$ cat src/hdl/mat3_inverse_cofactor_unit_assert.svh
// Assertion macros for the 3x3 matrix inverse unit.
`ifndef MAT3_INVERSE_COFACTOR_UNIT_ASSERT_SVH
`define MAT3_INVERSE_COFACTOR_UNIT_ASSERT_SVH
`ifndef SYNTHESIS
`define M3INV_ASSERT_IMPL(label, clk, rst_n, ante, cons) \
  label: assert property (@(posedge clk) disable iff (!rst_n) (ante) |-> (cons)) \
    else $error("m3inv implication check failed");
`define M3INV_ASSERT_NEXT(label, clk, rst_n, ante, cons) \
  label: assert property (@(posedge clk) disable iff (!rst_n) (ante) |=> (cons)) \
    else $error("m3inv next-cycle check failed");
`else
`define M3INV_ASSERT_IMPL(label, clk, rst_n, ante, cons)
`define M3INV_ASSERT_NEXT(label, clk, rst_n, ante, cons)
`endif
`endif

$ cat src/hdl/m3inv_pkg.sv
// Shared types and constants for the 3x3 matrix inverse unit.
package m3inv_pkg;

  localparam int unsigned NumEntries = 9;
  localparam int unsigned QuotBits   = 32;

  typedef logic signed [15:0] entry_t;
  typedef logic signed [31:0] prod_t;
  typedef logic signed [31:0] cof_t;
  typedef logic signed [47:0] dprod_t;
  typedef logic signed [49:0] det_t;
  typedef logic        [47:0] mag_t;
  typedef logic signed [31:0] inv_t;
  typedef logic        [3:0]  idx_t;

  typedef entry_t [NumEntries-1:0] mat_t;
  typedef cof_t   [NumEntries-1:0] adj_t;

  // Cofactor k = m[PA]*m[PB] - m[NA]*m[NB], row-major adjugate order.
  localparam idx_t COF_PA [NumEntries] = '{4'd4, 4'd2, 4'd1, 4'd5, 4'd0, 4'd2, 4'd3, 4'd1, 4'd0};
  localparam idx_t COF_PB [NumEntries] = '{4'd8, 4'd7, 4'd5, 4'd6, 4'd8, 4'd3, 4'd7, 4'd6, 4'd4};
  localparam idx_t COF_NA [NumEntries] = '{4'd5, 4'd1, 4'd2, 4'd3, 4'd2, 4'd0, 4'd4, 4'd0, 4'd1};
  localparam idx_t COF_NB [NumEntries] = '{4'd7, 4'd8, 4'd4, 4'd8, 4'd6, 4'd5, 4'd6, 4'd7, 4'd3};

  localparam inv_t INV_MAX = 32'sh7FFF_FFFF;
  localparam inv_t INV_MIN = 32'sh8000_0000;

endpackage

$ cat src/hdl/m3inv_det.sv
// Two pipeline stages: first-row expansion products, then the determinant,
// its magnitude and the singular test.
module m3inv_det
  import m3inv_pkg::*;
(
  input  logic clk_i,
  input  logic rst_ni,
  input  logic valid_i,
  input  mat_t mat_i,
  input  adj_t adj_i,
  input  mag_t tol_i,
  output logic valid_o,
  output adj_t adj_o,
  output mag_t dmag_o,
  output logic dneg_o,
  output logic sing_o
);

  dprod_t dp_q [3];
  adj_t   adj1_q, adj2_q;
  logic   v1_q, v2_q;
  mag_t   dmag_q;
  logic   dneg_q, sing_q;
  det_t   det;
  mag_t   dmag;

  assign det = det_t'(dp_q[0]) + det_t'(dp_q[1]) + det_t'(dp_q[2]);
  assign dmag = det[49] ? mag_t'(-det) : mag_t'(det);

  always_ff @(posedge clk_i or negedge rst_ni) begin
    if (!rst_ni) begin
      v1_q <= 1'b0;
      v2_q <= 1'b0;
    end else begin
      v1_q <= valid_i;
      v2_q <= v1_q;
    end
  end

  always_ff @(posedge clk_i) begin
    dp_q[0] <= dprod_t'(mat_i[0]) * dprod_t'(adj_i[0]);
    dp_q[1] <= dprod_t'(mat_i[1]) * dprod_t'(adj_i[3]);
    dp_q[2] <= dprod_t'(mat_i[2]) * dprod_t'(adj_i[6]);
    adj1_q  <= adj_i;
    adj2_q  <= adj1_q;
    dmag_q  <= dmag;
    dneg_q  <= det[49];
    sing_q  <= (dmag <= tol_i);
  end

  assign valid_o = v2_q;
  assign adj_o   = adj2_q;
  assign dmag_o  = dmag_q;
  assign dneg_o  = dneg_q;
  assign sing_o  = sing_q;

endmodule

$ cat config.mk
export PLATFORM = sky130hd
export DESIGN_NAME = m3inv_det
export DESIGN_NICKNAME = d
export VERILOG_FILES = /design/src/hdl/mat3_inverse_cofactor_unit_assert.svh /design/src/hdl/m3inv_pkg.sv /design/src/hdl/m3inv_det.sv
export SDC_FILE = /design/constraint.sdc
export NUM_CORES = 2
export LEC_CHECK = 0
export BUFFER_PORTS_ARGS = -buffer_cell sky130_fd_sc_hd__buf_2
export CORE_ASPECT_RATIO = 0.8
export CORE_MARGIN = 1
export CORE_UTILIZATION = 25
export CTS_BUF_LIST = sky130_fd_sc_hd__clkbuf_8
export DETAILED_ROUTE_END_ITERATION = 16
export PLACE_DENSITY = 0.43
export SLEW_MARGIN = 15
export SYNTH_ARGS = -nofsm -noshare
export SYNTH_HDL_FRONTEND = slang
export SYNTH_SLANG_ARGS = --single-unit
$ cat constraint.sdc
create_clock -name clk_i -period 7.4 [get_ports clk_i]
set_input_delay 0.74 -clock clk_i [delete_from_list [all_inputs] [get_ports clk_i]]
set_output_delay 0.74 -clock clk_i [all_outputs]
set_load 0.02 [all_outputs]
==> Word-level counts from Yosys, hierarchy flattened <==
Memory sizes are Yosys's and may differ from the RTL's.
Index checks and enable logic that the tools add are counted.
{ "classes": {"n_addsub": 3, "multipliers": 3, "n_lt_le_gt_ge": 1, "mux": 1} }
{ "op_table": {"columns": ["op", "n"], "rows": [
  ["16-bit by 32-bit multiplier with 48-bit output", 3],
  ["49-bit by 48-bit adder with 50-bit output", 1],
  ["48-bit by 48-bit adder with 49-bit output", 1],
  ["48-bit less-or-equal comparator", 1],
  ["48-bit two-way mux", 1],
  ["48-bit negation", 1]
]} }
{ "totals": {"register_bits": 628, "ram_bits": 144, "inputBits": 483, "out_inout_bits": 339, "word_cells": 32, "memories": 1} }
{ "mem_list": {"columns": ["name", "words", "word_bits", "rd", "rd_clocked_by_memory_dff", "wr", "line_no", "text"], "rows": [
  ["dp_q", 3, 48, 3, 0, 3, "m3inv_det.sv:19", "dprod_t dp_q [3];"]
]} }

==> Longest topological paths before layout <==
{ "depth": {"ltp_word": 5, "ltp_mapped": 28, "mapped_depth_nobuf": 27} }

==> Worst setup path after synthesis <==
Ideal clock, no wire load.
{ "synth_timing": {"path_kind": "input port to flip-flop", "startpoint": "in mat_i[1] (netlist bit)", "endpoint": "mem dp_q[0][47] (netlist bit)", "setup_ns": 0.121, "arrival_ns": 6.863, "required_time_ns": 7.279, "path_slack_ns": 0.416, "cell_stages": 25, "n_path_buf": 1, "cell_sequence": "clkbuf_1 -> nand2_1 -> fa_1 -> inv_1 -> fa_1 -> inv_1 -> fa_1 -> inv_1 -> fa_1 -> inv_1 -> fa_1 -> inv_1 -> fa_1 -> ha_1 -> nand4_1 -> nor3_1 -> o211ai_1 -> a21oi_1 -> o311ai_0 -> a31o_2 -> o31ai_1 -> a211oi_1 -> o21ba_2 -> o21ba_2 -> xnor2_1"} }
{ "synth_lines": {"columns": ["element", "line_no", "text"], "rows": [
  ["start: declaration", "m3inv_det.sv:9", "input mat_t mat_i,"],
  ["end: declaration", "m3inv_det.sv:19", null]
]} }

==> reports/qor.yml <==
cts:
  cts_tree: "done"
  root_buffer: "clkbuf_8"
  h-tree-depth: 4
  cts_made_buffers: 150
  clock_latency_ns: 0.90
  clk_pin_slew_ns: 0.06
  cts.sinks: 772
  clk_path_buf_depth: 4
placed_design:
  place_inst: 12044
  gp_congestion: 0.8863
  dp_hpwl_um: 202800
  port_buffers: 725
synth:
  synth_edf_count: 0
  ys_seq_area_frac: 0.2105
  syn_inst: 7363
  synth_cell_type_count: 83
  synthArstFlopShare: 0.002591
  avgSynthCellArea_um2: 9.979
  synthesis.area_um2: 73480
  syn_nets: 9792
  ys_seq_elements: 772
  yosysWarningCount: 0
  synth_flop_cell: "dfxtp_1"
run:
  maxCapViolCount: 0
routing:
  met2_length_um: 112000
  route.vias.total: 53100
  viasPerCell: 4.240
  first_pass_iters: 6
  routed_wl_um: 237100
  top_layer_used: "met5"
  met3WireLength_um: 12960
  drt_iter0_drc: 2529
  wl_met1_um: 106600
  drc: 0
  wl_per_cell_um: 18.93
  ant_nets: 0
timing:
  worstMarginPinSlew_ns: 0.8919
  fin_hold_ws_ns: 0.09262
  slew_headroom: 0.4011
  fin_crit_ns: 7.154
  period_share: 0.9667
  hold_viol_final: 0
  rsz0062_at_grt: "yes"
  clock_skew_ns: 0.06760
  max_freq_mhz: 139.8
  setup_viol: 0
  maxSlewViolCount: 0
layout:
  syn2layout_area_growth_pct: 21.39
  final_cell_mix: "1,564 x inv_1, 1,507 x fa_1, 1,056 x nand2_1"
  layout.nets: 10984
  final_common_cell: "inv_1"
  drive_gt1_frac: 0.1587
  final_cell_count_no_fill: 12524
critical_path:
  reg2reg_slack_ns: 0.38
  critPathMaxFanout: 9
  cp.required_ns: 8.19
  critPathKind: "primary input to flip-flop"
  cp-start-kind: "primary input"
  cp.arrival_ns: 7.94
  cp-end-kind: "flip-flop"
global_route:
  grt_pass1_wl_um: 364300
  gr-total-overflow: 0
  grt_use_total: 0.1622
  antenna_found_initial: 16
  grt_max_degree: 33
  grt_pass1_vias: 57983
floorplanning:
  fp.dieH_um: 486.9
  initial_core_util: 0.2521
  die_w_um: 608.1
  dieArea_um2: 296100
  pin_count: 822
  num_rows: 177
  coreArea_um2: 291400
run_status:
  status: "completed"
hold_path:
  hold_path_class: "primary input to flip-flop"
per-layer routing:
metal	global-route usage	vias to the layer above
li1	-	24360
met1	0.2190	27099
met2	0.2721	1412
met3	0.02550	225
met4	0.03714	4
met5	0	-
cells by family (layout without fill, tap and decap cells):
family,Yosys count,count (layout),share of synthesized area
adder cells (fa/ha/maj),1946,1946,0.4853
multiplexers,3,3,0.0004257
AND/OR/NAND/NOR,1988,1988,0.1294
AO/OA/AOI/OAI,614,614,0.05434
XOR/XNOR,231,231,0.02764
other,0,20,0
buffers and inverters,1809,3102,0.09241
flip-flops,772,772,0.2105
state kept, by name, indices dropped and copies added, names as in the netlist:
signal	cells
valid_o	1
adj_o	288
dmag_o	48
dp_q	144
sing_o	1
dneg_o	1
v1_q	1
adj1_q	288
cell usage after synthesis (15+ instances only):
cell type	n	share of area
o21ai_1	15	0.0010
and2_1	502	0.043
clkbuf_1	267	0.014
a21oi_1	184	0.013
a211oi_1	15	0.0015
a31oi_1	19	0.0016
nand2b_1	113	0.0096
o21bai_1	19	0.0019
fa_1	1507	0.41
nand4_1	35	0.0030
xnor2_1	166	0.020
inv_1	1541	0.079
xor2_1	64	0.0076
nor3_1	23	0.0016
nor2b_1	27	0.0023
nand2_1	1056	0.054
o21a_1	38	0.0039
nand3_1	40	0.0027
dfxtp_1	770	0.21
o21ai_0	105	0.0072
nor2_1	126	0.0064
ha_1	439	0.075
a21o_1	100	0.010
stage by stage:
stage	utilization	cell area (µm²)	TNS (ns)	setup WS (ns)
2_1_floorplan	-	73480	0	0.4158
3_5_place_dp	0.2879	83910	-1.143	-0.1996
6_report	0.3060	89190	0	0.2462
5_1_grt	0.3060	89180	-0.002929	-0.002929
3_3_place_gp	0.2879	83910	-1.330	-0.2167
4_1_cts	0.3057	89100	0	0.02751
worst paths after layout:
check,startpoint,end,depth (start not counted)
max,adj_i[7],dp_q[0][46],28
min,adj_i[96],adj1_q[96],1
max reg2reg,dp_q[0][49],sing_o,28
min reg2reg,adj1_q[40],adj_o[40],0
max in group asynchronous,rst_ni,valid_o,2
min in group asynchronous,rst_ni,v1_q,2
final cells by class:
| type | instances | area, µm² |
|---|---|---|
| diodes | 20 | 50.05 |
| well taps | 3848 | 4815 |
| clock buffers | 184 | 2532 |
| repair buffers | 1307 | 8691 |
| multi-input cells | 4782 | 51280 |
| clock inverters | 69 | 569.3 |
| inverters | 1542 | 5788 |
| flip-flops and latches | 772 | 15460 |
| fillers | 30595 | 202300 |
critical path, cell delays in order:
cell,delay [ns]
dlygate4sd3_1,0.54
buf_2,0.19
buf_4,0.19
buf_4,0.17
and2_1,0.17
fa_1,0.54
inv_1,0.06
fa_1,0.55
fa_1,0.43
fa_1,0.46
fa_1,0.54
inv_1,0.06
fa_1,0.43
ha_1,0.32
buf_4,0.15
o21ai_0,0.08
nand2b_1,0.08
a22oi_1,0.23
a21oi_1,0.14
nor2_1,0.18
o311ai_1,0.13
buf_4,0.17
a41oi_1,0.42
o21ai_0,0.14
buf_4,0.17
a311o_1,0.34
a21oi_1,0.17
xnor2_1,0.13
timing repair:
item / 4_1_cts / 5_1_grt
gates resized for setup: 3 / 10
endpoints found under the hold margin: 208 / 0
setup buffers: 0 / 0
cloned: 0 / 0
hold buffers: 207 / 0
setup endpoints to repair: 1 / 8
Power is left out: the tool's default activity adds up to more than one toggle a clock period on the data nets, which glitch-free logic cannot reach.
